## src/hdl/spg_pkg.sv

```systemverilog
// ----------------------------------------------------------------------------
// spg_pkg
// Types and constants shared by the step pulse generator modules.
// ----------------------------------------------------------------------------
package spg_pkg;

  localparam int unsigned COUNT_WIDTH_DEFAULT = 16;
  localparam int unsigned REG_WIDTH           = 16;
  localparam int unsigned CFG_INDEX_WIDTH     = 2;
  localparam int unsigned IN_DATA_WIDTH       = 40;
  localparam int unsigned OUT_DATA_WIDTH      = 40;

  localparam logic [REG_WIDTH-1:0] PULSE_HIGH_RESET  = 16'd0;
  localparam logic [REG_WIDTH-1:0] STEP_PERIOD_RESET = 16'd1;
  localparam logic [REG_WIDTH-1:0] FAR_END_RESET     = 16'd60000;
  localparam logic [REG_WIDTH-1:0] POSITION_MAX      = 16'hFFFF;

  localparam logic [CFG_INDEX_WIDTH-1:0] REG_PULSE_HIGH  = 2'd0;
  localparam logic [CFG_INDEX_WIDTH-1:0] REG_STEP_PERIOD = 2'd1;
  localparam logic [CFG_INDEX_WIDTH-1:0] REG_FAR_END     = 2'd2;

  localparam logic KIND_TICK  = 1'b0;
  localparam logic KIND_START = 1'b1;

  typedef struct packed {
    logic                 kind;
    logic [REG_WIDTH-1:0] step_count;
    logic                 move_forward;
    logic [REG_WIDTH-1:0] target_position;
    logic                 back_limit;
    logic                 front_limit;
  } spg_item_t;

  typedef struct packed {
    logic                 step_level;
    logic [REG_WIDTH-1:0] position_now;
    logic [REG_WIDTH-1:0] steps_remaining;
    logic                 driver_wake;
    logic                 step_done;
  } spg_result_t;

endpackage

```

## src/hdl/spg_input_stage.sv

```systemverilog
// ----------------------------------------------------------------------------
// spg_input_stage
// Input register of the stream: holds one accepted item until it is processed.
// ----------------------------------------------------------------------------
module spg_input_stage
  import spg_pkg::*;
(
  input  logic                     clk,
  input  logic                     rst,
  input  logic                     s_tvalid,
  output logic                     s_tready,
  input  logic [IN_DATA_WIDTH-1:0] s_tdata,
  input  logic                     s_tuser,
  input  logic                     advance,
  output logic                     item_valid,
  output spg_item_t                item
);

  logic load;

  assign s_tready = !item_valid || advance;
  assign load     = s_tvalid && s_tready;

  always_ff @(posedge clk) begin
    if (rst) begin
      item_valid <= 1'b0;
    end else if (load) begin
      item_valid <= 1'b1;
    end else if (advance) begin
      item_valid <= 1'b0;
    end
  end

  always_ff @(posedge clk) begin
    if (load) begin
      item.kind            <= s_tuser;
      item.step_count      <= s_tdata[15:0];
      item.move_forward    <= s_tdata[16];
      item.target_position <= s_tdata[32:17];
      item.back_limit      <= s_tdata[33];
      item.front_limit     <= s_tdata[34];
    end
  end

endmodule

```

## src/hdl/spg_step_engine.sv

```systemverilog
// ----------------------------------------------------------------------------
// spg_step_engine
// Motion state, configuration registers and the per-item update logic.
// ----------------------------------------------------------------------------
module spg_step_engine
  import spg_pkg::*;
#(
  parameter int unsigned COUNT_WIDTH = COUNT_WIDTH_DEFAULT
) (
  input  logic                       clk,
  input  logic                       rst,
  input  logic                       cfg_we,
  input  logic [CFG_INDEX_WIDTH-1:0] cfg_index,
  input  logic [REG_WIDTH-1:0]       cfg_data,
  input  logic                       advance,
  input  spg_item_t                  item,
  output spg_result_t                result
);

  localparam int unsigned CMP_WIDTH = (COUNT_WIDTH > REG_WIDTH) ? COUNT_WIDTH : REG_WIDTH;

  logic [REG_WIDTH-1:0]   pulse_high;
  logic [REG_WIDTH-1:0]   step_period;
  logic [REG_WIDTH-1:0]   far_end;

  logic [COUNT_WIDTH-1:0] phase_count;
  logic [REG_WIDTH-1:0]   steps_left;
  logic [REG_WIDTH-1:0]   position;
  logic                   direction_forward;
  logic [REG_WIDTH-1:0]   target;
  logic                   pin_level;

  logic [COUNT_WIDTH-1:0] phase_count_next;
  logic [REG_WIDTH-1:0]   steps_left_next;
  logic [REG_WIDTH-1:0]   position_next;
  logic                   direction_forward_next;
  logic [REG_WIDTH-1:0]   target_next;
  logic                   pin_level_next;

  logic [COUNT_WIDTH-1:0] phase_inc;
  logic [CMP_WIDTH-1:0]   phase_ext;
  logic [REG_WIDTH-1:0]   moved;
  logic                   wake;
  logic                   done;

  always_ff @(posedge clk) begin
    if (rst) begin
      pulse_high  <= PULSE_HIGH_RESET;
      step_period <= STEP_PERIOD_RESET;
      far_end     <= FAR_END_RESET;
    end else if (cfg_we) begin
      unique case (cfg_index)
        REG_PULSE_HIGH:  pulse_high  <= cfg_data;
        REG_STEP_PERIOD: step_period <= cfg_data;
        REG_FAR_END:     far_end     <= cfg_data;
        default: ;
      endcase
    end
  end

  assign phase_inc = phase_count + COUNT_WIDTH'(1);
  assign phase_ext = CMP_WIDTH'(phase_inc);

  always_comb begin
    moved = position;
    if (direction_forward) begin
      if (position != POSITION_MAX) begin
        moved = position + REG_WIDTH'(1);
      end
    end else if (position != '0) begin
      moved = position - REG_WIDTH'(1);
    end
    if (item.front_limit) begin
      moved = far_end;
    end else if (item.back_limit) begin
      moved = '0;
    end
  end

  always_comb begin
    phase_count_next       = phase_count;
    steps_left_next        = steps_left;
    position_next          = position;
    direction_forward_next = direction_forward;
    target_next            = target;
    pin_level_next         = pin_level;
    wake                   = 1'b0;
    done                   = 1'b0;
    if (item.kind == KIND_START) begin
      steps_left_next        = item.step_count;
      direction_forward_next = item.move_forward;
      target_next            = item.target_position;
      phase_count_next       = '0;
    end else if (steps_left != '0) begin
      wake             = 1'b1;
      phase_count_next = phase_inc;
      priority if (phase_ext <= CMP_WIDTH'(pulse_high)) begin
        pin_level_next = 1'b1;
      end else if (phase_ext < CMP_WIDTH'(step_period)) begin
        pin_level_next = 1'b0;
      end else if (phase_ext == CMP_WIDTH'(step_period)) begin
        done             = 1'b1;
        phase_count_next = '0;
        pin_level_next   = 1'b0;
        position_next    = moved;
        if (moved == target) begin
          steps_left_next = '0;
        end else begin
          steps_left_next = steps_left - REG_WIDTH'(1);
        end
      end else begin
        // Past the period without a match the pin keeps its level.
        pin_level_next = pin_level;
      end
    end
  end

  always_ff @(posedge clk) begin
    if (rst) begin
      phase_count       <= '0;
      steps_left        <= '0;
      position          <= '0;
      direction_forward <= 1'b0;
      target            <= '0;
      pin_level         <= 1'b0;
    end else if (advance) begin
      phase_count       <= phase_count_next;
      steps_left        <= steps_left_next;
      position          <= position_next;
      direction_forward <= direction_forward_next;
      target            <= target_next;
      pin_level         <= pin_level_next;
    end
  end

  assign result.step_level      = pin_level_next;
  assign result.position_now    = position_next;
  assign result.steps_remaining = steps_left_next;
  assign result.driver_wake     = wake;
  assign result.step_done       = done;

endmodule

```

## src/hdl/spg_output_stage.sv

```systemverilog
// ----------------------------------------------------------------------------
// spg_output_stage
// Result register of the stream: holds a result until the receiver takes it.
// ----------------------------------------------------------------------------
module spg_output_stage
  import spg_pkg::*;
(
  input  logic                      clk,
  input  logic                      rst,
  input  logic                      advance,
  input  spg_result_t               result,
  output logic                      m_tvalid,
  input  logic                      m_tready,
  output logic [OUT_DATA_WIDTH-1:0] m_tdata,
  output logic                      can_load
);

  spg_result_t held;

  assign can_load = !m_tvalid || m_tready;

  always_ff @(posedge clk) begin
    if (rst) begin
      m_tvalid <= 1'b0;
    end else if (advance) begin
      m_tvalid <= 1'b1;
    end else if (m_tready) begin
      m_tvalid <= 1'b0;
    end
  end

  always_ff @(posedge clk) begin
    if (advance) begin
      held <= result;
    end
  end

  assign m_tdata = {5'd0, held.step_done, held.driver_wake, held.steps_remaining,
                    held.position_now, held.step_level};

endmodule

```

## src/hdl/stepper_step_pulse_generator_core.sv

```systemverilog
// ----------------------------------------------------------------------------
// stepper_step_pulse_generator_core
// Step pulse generator with position counter for a stepper motor driver.
// ----------------------------------------------------------------------------
// Items arrive on the slave stream: tuser selects a timer tick (0) or a start
// move command (1), and tdata carries the move parameters and limit switches.
// Every item yields exactly one result on the master stream, carrying the pin
// level, the position, the steps left and the wake and step completion flags.
// An accepted item is held in an input register; once the result register can
// load, the step logic updates the motion state from it and loads the result
// register, which then offers the result to the receiver. One item is accepted
// and one result produced in every cycle while the receiver takes each result,
// as each item makes a single pass through the step logic. While the receiver
// stalls, the input register can still take one more item if it is empty,
// after which tready falls until the result is taken.
// The configuration port writes a register on each clock edge with the write
// enable high; writes to the spare index are ignored. Reset clears the motion
// state and both stream registers and restores the register defaults.
// ----------------------------------------------------------------------------
module stepper_step_pulse_generator_core
  import spg_pkg::*;
#(
  parameter int unsigned COUNT_WIDTH = COUNT_WIDTH_DEFAULT
) (
  input  logic                       clk,
  input  logic                       rst,
  input  logic                       cfg_we,
  input  logic [CFG_INDEX_WIDTH-1:0] cfg_index,
  input  logic [REG_WIDTH-1:0]       cfg_data,
  input  logic                       s_tvalid,
  output logic                       s_tready,
  // step_count[15:0], move_forward[16], target_position[32:17],
  // back_limit[33], front_limit[34], zero fill[39:35]
  input  logic [IN_DATA_WIDTH-1:0]   s_tdata,
  // kind[0]
  input  logic                       s_tuser,
  output logic                       m_tvalid,
  input  logic                       m_tready,
  // step_level[0], position_now[16:1], steps_remaining[32:17],
  // driver_wake[33], step_done[34], zero fill[39:35]
  output logic [OUT_DATA_WIDTH-1:0]  m_tdata
);

  logic        item_valid;
  logic        can_load;
  logic        advance;
  spg_item_t   item;
  spg_result_t result;

  assign advance = item_valid && can_load;

  spg_input_stage u_input_stage (
    .clk        (clk),
    .rst        (rst),
    .s_tvalid   (s_tvalid),
    .s_tready   (s_tready),
    .s_tdata    (s_tdata),
    .s_tuser    (s_tuser),
    .advance    (advance),
    .item_valid (item_valid),
    .item       (item)
  );

  spg_step_engine #(
    .COUNT_WIDTH (COUNT_WIDTH)
  ) u_step_engine (
    .clk       (clk),
    .rst       (rst),
    .cfg_we    (cfg_we),
    .cfg_index (cfg_index),
    .cfg_data  (cfg_data),
    .advance   (advance),
    .item      (item),
    .result    (result)
  );

  spg_output_stage u_output_stage (
    .clk      (clk),
    .rst      (rst),
    .advance  (advance),
    .result   (result),
    .m_tvalid (m_tvalid),
    .m_tready (m_tready),
    .m_tdata  (m_tdata),
    .can_load (can_load)
  );

endmodule
```

## config.mk

```make
export PLATFORM = sky130hd
export DESIGN_NAME = stepper_step_pulse_generator_core
export DESIGN_NICKNAME = d
export VERILOG_FILES = /design/src/hdl/spg_pkg.sv /design/src/hdl/spg_input_stage.sv /design/src/hdl/spg_step_engine.sv /design/src/hdl/spg_output_stage.sv /design/src/hdl/stepper_step_pulse_generator_core.sv
export SDC_FILE = /design/constraint.sdc
export NUM_CORES = 1
export LEC_CHECK = 0
export CORE_ASPECT_RATIO = 0.6
export CORE_UTILIZATION = 40
export DETAILED_ROUTE_END_ITERATION = 8
export DONT_BUFFER_PORTS = 1
export PLACE_DENSITY = 0.62
export SLEW_MARGIN = 20
export SYNTH_ARGS = -nofsm -noshare
export SYNTH_HDL_FRONTEND = slang
export SYNTH_SLANG_ARGS = --single-unit
```

## constraint.sdc

```tcl
create_clock -name clk -period 7 [get_ports clk]
set_clock_uncertainty 0.2 [all_clocks]
set_input_delay 1.05 -clock clk [delete_from_list [all_inputs] [get_ports clk]]
set_output_delay 1.05 -clock clk [all_outputs]
set_load 0.01 [all_outputs]
```

# Word level (Yosys, flattened, before mapping)

Cells that the tools add are included.

Flip-flop bits (word level): 187

Reduce and logical (&&, ||, !) cells: 18
Multiplexer cells: 32
Order comparisons: 2
$add $sub $neg: 4
Bitwise logic cells: 1
Eq/ne operators: 5

Operators by type and width:

| cell                  | number |
|---|---|
| $mux 16               | 21 |
| $add 16x1->16 const B | 2 |
| $eq 16x16->1          | 2 |
| $reduce_bool 16->1    | 2 |
| $sub 16x1->16 const B | 2 |
| $le 16x16->1          | 1 |
| $lt 16x16->1          | 1 |
| $ne 16x16->1 const B  | 1 |
| $mux 1                | 11 |
| $reduce_and 2->1      | 5 |
| $reduce_bool 2->1     | 3 |
| $reduce_or 4->1       | 1 |
| $eq 2x1->1 const B    | 1 |
| $eq 2x2->1 const B    | 1 |
| $logic_and 1x1->1     | 2 |
| $logic_not 1->1       | 2 |
| $logic_not 2->1       | 1 |
| $logic_or 1x1->1      | 2 |
| $not 1->1             | 1 |

# Longest topological paths before layout

Word-level depth: 12
Mapped depth: 19
Depth with buffers taken out: 18

# By module

A second synthesis with hierarchy kept.

Cells, all modules: 1,230
Area, all modules: 10,493.8 µm²

Modules (own cells, without submodules):

| module                            | times used | area each (µm²) | cells an instance | sequential area each (µm²) |
|---|---|---|---|---|
| spg_step_engine                   | 1          | 8,212.9         | 1,143             | 2,282.2 |
| spg_output_stage                  | 1          | 1,138.6         | 45                | 1,071.0 |
| spg_input_stage                   | 1          | 1,136.1         | 41                | 1,101.1 |
| stepper_step_pulse_generator_core | 1          | 6.3             | 1                 | 0.0 |

# Worst setup path before layout

Ideal clock, no wire load.

Path kind: reg2reg
Start point: reg u_step_engine.phase_count[0]
End point: reg u_step_engine.phase_count[10]
Arrival: 4.373 ns
Period minus slack after synthesis: 4.643 ns
Setup time: 0.070 ns
Buffers on the path: 1
Cell stages (with the launch flop): 18
Path slack: 2.357 ns
Cell sequence: dfxtp_1 ha_1 and3_1 and3_1 and3_1 and3_1 and3_1 nand3_1 xnor2_1 ha_1 a21o_1 a21o_1 o311ai_0 nor2_1 nor4_1 clkbuf_1 nand3b_1 a21oi_1

Word-level cells in the longest chain between the ends: 7

RTL lines:

| what                                                                 | RTL line               | RTL |
|---|---|---|
| start: declaration                                                   | spg_step_engine.sv:26  | `logic [COUNT_WIDTH-1:0] phase_count;` |
| start signal: assignment                                             | spg_step_engine.sv:127 | `phase_count <= phase_count_next;` |
| $add 16x1->16 (*)                                                    | spg_step_engine.sv:61  | `assign phase_inc = phase_count + COUNT_WIDTH'(1);` |
| parallel branches: the longest is 3 deep, another holds $lt 16x16->1 | --                     |  |
| $mux 16 (*)                                                          | spg_step_engine.sv:97  | `priority if (phase_ext <= CMP_WIDTH'(pulse_high)) begin` |
| $mux 16 (*)                                                          | spg_step_engine.sv:94  | `end else if (steps_left != '0) begin` |
| $mux 16 (*)                                                          | spg_step_engine.sv:89  | `if (item.kind == KIND_START) begin` |

Every way passes the cells marked *. The select of a mux whose other input is x is not followed.
A chain may end at the register's enable or synchronous reset.

==> impl_metrics.csv <==
group,metric,value,unit
route,routedWlPerCell,20.25,um
power,p_sw_frac,0.3013,
clock_network,cts_tree,"done",
global_route,grt_pass1_wl,46990,um
clock_network,cts-root-buf,"clkbuf_16",
setup_path,max_stage_delay,0.84,ns
floorplanning,die_h,126.7,um
setup_path,cp-end-kind,"flop",
power,p_total,0.002580,W
placement,port-buffer-count,0,
power,pwr-share-clk,0.368,
timing,setup-tns-final,0,ns
timing,worst_slew_pin_slew,1.092,ns
clock_network,htree_levels,4,
finish,fin_nets,1258,
finish,design_area,11110,sq um
logic_synthesis,yosysMostFrequentCell,"nand2_1",
logic_synthesis,seq_area_frac_synth,0.4298,
setup_path,arrival,6.15,ns
logic_synthesis,synth-seq-cells,187,
finish,area_growth,7.184,%
setup_path,path_buf_inv,2,
placement,dpl-instance-area,10540,sq um
finish,fin_util,0.4384,
clock_network,cts.repair.resized,0,
logic_synthesis,synth_edf_count,71,
floorplanning,fp.dieArea,26580,sq um
setup_path,cp.required,7.15,ns
global_route,grt_pass1_vias,7911,
logic_synthesis,synth_common_cells,"nand2_1, dfxtp_1, a21oi_1",
route,initialDrtViolationCount,869,
finish,final_cells,1500,
power,p_per_area,232.2,nW/um^2
placement,place.gp.congestion,1.010,
logic_synthesis,synth_cells,1202,
route,drt-total-wl,30380,um
setup_path,cp_common_cell,"and3_1",
clock_network,cts_buffer_depth,2,
logic_synthesis,yosysWarnings,0,
floorplanning,rows,45,
floorplanning,die_width,209.8,um
placement,dp_hpwl,22060,um
timing,min_period_over_period,0.8566,
power,p_seq_frac,0.480,
timing,drv_slew,0,
logic_synthesis,async_reset_ff_frac,0,
logic_synthesis,netlist_top_cells_area,"dfxtp_1, edfxtp_1, nand2_1",
finish,drive_gt1_frac,0.06832,
floorplanning,core_area,25340,sq um
placement,place_inst,1468,
timing,fmax,0.1668,GHz
power,intPower,0.001802,W
timing,rsz0062_at_grt,"false",
logic_synthesis,yosys.cell_types.count,94,
setup_path,cp_slowest_cell,"or4_1",
route,drc_errors,0,
floorplanning,ioPinCount,106,
worst_hold_path,hold_class,"flop to flop",
setup_path,path_max_fanout,23,
power,leakage,4.023,nW
timing,hold_viol_final,0,
global_route,gr-total-overflow,0,
floorplanning,start_util,0.4090,
timing,setup_viol,0,
setup_path,crit_chain,"ha_1, and3_1, and3_1, and3_1, and3_1, and3_1, nand3_1, xnor2_1, ha_1, nand4_1, nor4_1, o311ai_0, buf_4, or4_1, o21ai_0, o21ai_0, buf_4, o21a_1",
flow_run,drv_cap,0,
route,via_per_inst,5.898,
global_route,grtUsageTotal,0.2325,
power,p_sw,0.0007773,W
power,power_frac_comb,0.153,
route,ant_nets,0,
route,vias,8847,
logic_synthesis,netlist_area,10360,sq um
outcome,run_status,"completed",
logic_synthesis,ys.flop_type,"dfxtp_1",
clock_network,cts.sinks,187,
route,first_pass_iters,5,
power,ir_drop,0.0001265,V
clock_network,cts-hold-fix-buffers,0,
setup_path,startpoint_type,"flop",
global_route,grt_max_degree,118,
clock_network,post-cts-setup-buffers,0,
clock_network,clk_latency,0.46,ns
clock_network,numCtsBuffers,17,
timing,finalCriticalPeriod,5.996,ns
timing,max_slew_margin,0.2687,
logic_synthesis,synth_largest_area_cell,"dfxtp_1",
finish,diodes,0,
clock_network,path_clk_slew,0.07,ns
setup_path,crit_type,"flop to flop",
global_route,antenna_found_initial,0,
logic_synthesis,avgSynthCellArea,8.621,sq um
setup_path,critPathTopFamily,"simple AND/OR/NAND/NOR gates",
logic_synthesis,yosysTopAreaCellShare,0.2241,
[cells in the final DEF (no fill, tap or decap), types with 5 or more instances in the layout]
cell type  instances
nand2_1          217
and2_1             8
nor2_1            66
ha_1              36
nor3_1            29
xor2_1            14
edfxtp_1          71
inv_6              5
clkbuf_16         17
a31oi_1           11
o31a_1             6
nand3b_1          22
mux2i_1            6
a22oi_1            5
and3_1            17
nor4_1            21
nor2b_1            9
a21oi_1          102
nand3_1           27
dfxtp_1          116
buf_4             13
o21a_1            14
a21o_1             9
or4_1             10
nand2b_1           9
o21ai_1           19
o32ai_1            5
a311oi_1           6
inv_1             59
conb_1             5
xnor2_1           22
nand4_1           16
o21ai_0           44
or3_1             12
[state kept, by name (all words and copies together) (netlist names)]
signal                           count
u_output_stage.m_tvalid              1
u_step_engine.step_period           16
u_input_stage.item                  36
u_step_engine.target                16
u_step_engine.position              16
u_step_engine.far_end               16
u_output_stage.m_tdata              35
u_step_engine.steps_left            16
u_step_engine.phase_count           16
u_step_engine.direction_forward      1
u_step_engine.pulse_high            16
u_input_stage.item_valid             1
u_step_engine.pin_level              1
[metrics by stage]
stage / worst slack, ns / hold WS [ns]
final: 1.004 / 0.2574
after global routing: 0.5281 / 0.2692
after CTS: 1.071 / 0.2551
after detailed placement: 1.113 / 0.2431
after global placement: 1.245 / 0.2407
after floorplan: 2.357 / 0.2360
[path summary, 6_finish.rpt]
| check | from | slack, ns | depth (start not counted) | endpoint |
|---|---|---|---|---|
| max | u_step_engine.phase_count[0]$_SDFFE_PP0P_ | 1.00 | 18 | u_step_engine.position[11]$_SDFFE_PP0P_ |
| min | u_step_engine.step_period[10]$_SDFFE_PP0P_ | 0.26 | 2 | u_step_engine.step_period[10]$_SDFFE_PP0P_ |
| max reg2reg | u_step_engine.phase_count[0]$_SDFFE_PP0P_ | 1.00 | 18 | u_step_engine.position[11]$_SDFFE_PP0P_ |
| min reg2reg | u_step_engine.step_period[10]$_SDFFE_PP0P_ | 0.26 | 2 | u_step_engine.step_period[10]$_SDFFE_PP0P_ |
[final cells by class]
class,count,area [sq um]
Inverter,60,225.2
Fill cell,2456,14230
Tap cell,329,411.6
Multi-Input combinational cell,879,5350
Sequential cell,187,4454
Clock inverter,13,125.1
Timing Repair Buffer,13,97.59
Clock buffer,19,442.9
[power groups by stage]
stage                     combinational [W]  sequential [W]  clock (W)
final                              0.000394         0.00124   0.000948
after floorplan                    0.000309         0.00123          0
after global placement             0.000379         0.00126          0
after global routing               0.000431         0.00124    0.00101
after detailed placement           0.000383         0.00126          0
after CTS                          0.000386         0.00123   0.000968
[logic make-up after synthesis]
| kind of cell | synth area share |
|---|---|
| other cells | 0.0003619 |
| buf+inv | 0.05651 |
| xor+xnor | 0.03043 |
| simple gates | 0.2445 |
| flops | 0.4298 |
| fa+ha+maj | 0.04347 |
| compound gates | 0.1858 |
| mux | 0.009056 |
[per-layer routing]
| layer | share of wire | wire (um) | up-vias | track usage |
|---|---|---|---|---|
| met5 | 0 | 0 | - | 0 |
| met3 | 0.12 | 3646 | 36 | 0.08443 |
| met2 | 0.36 | 10990 | 400 | 0.2871 |
| met4 | 0.013 | 387 | 0 | 0.06054 |
| met1 | 0.51 | 15350 | 4188 | 0.3649 |
| li1 | - | - | 4223 | - |
[worst reg2reg max path, cell delays in order, from the launching register on]
cell	delay, ns
dfxtp_1	0.48
ha_1	0.30
and3_1	0.20
and3_1	0.24
and3_1	0.26
and3_1	0.27
and3_1	0.26
nand3_1	0.12
xnor2_1	0.19
ha_1	0.33
nand4_1	0.18
nor4_1	0.71
o311ai_0	0.29
buf_4	0.21
or4_1	0.84
o21ai_0	0.30
o21ai_0	0.13
buf_4	0.22
o21a_1	0.16
(Power assumes the default switching activity.)
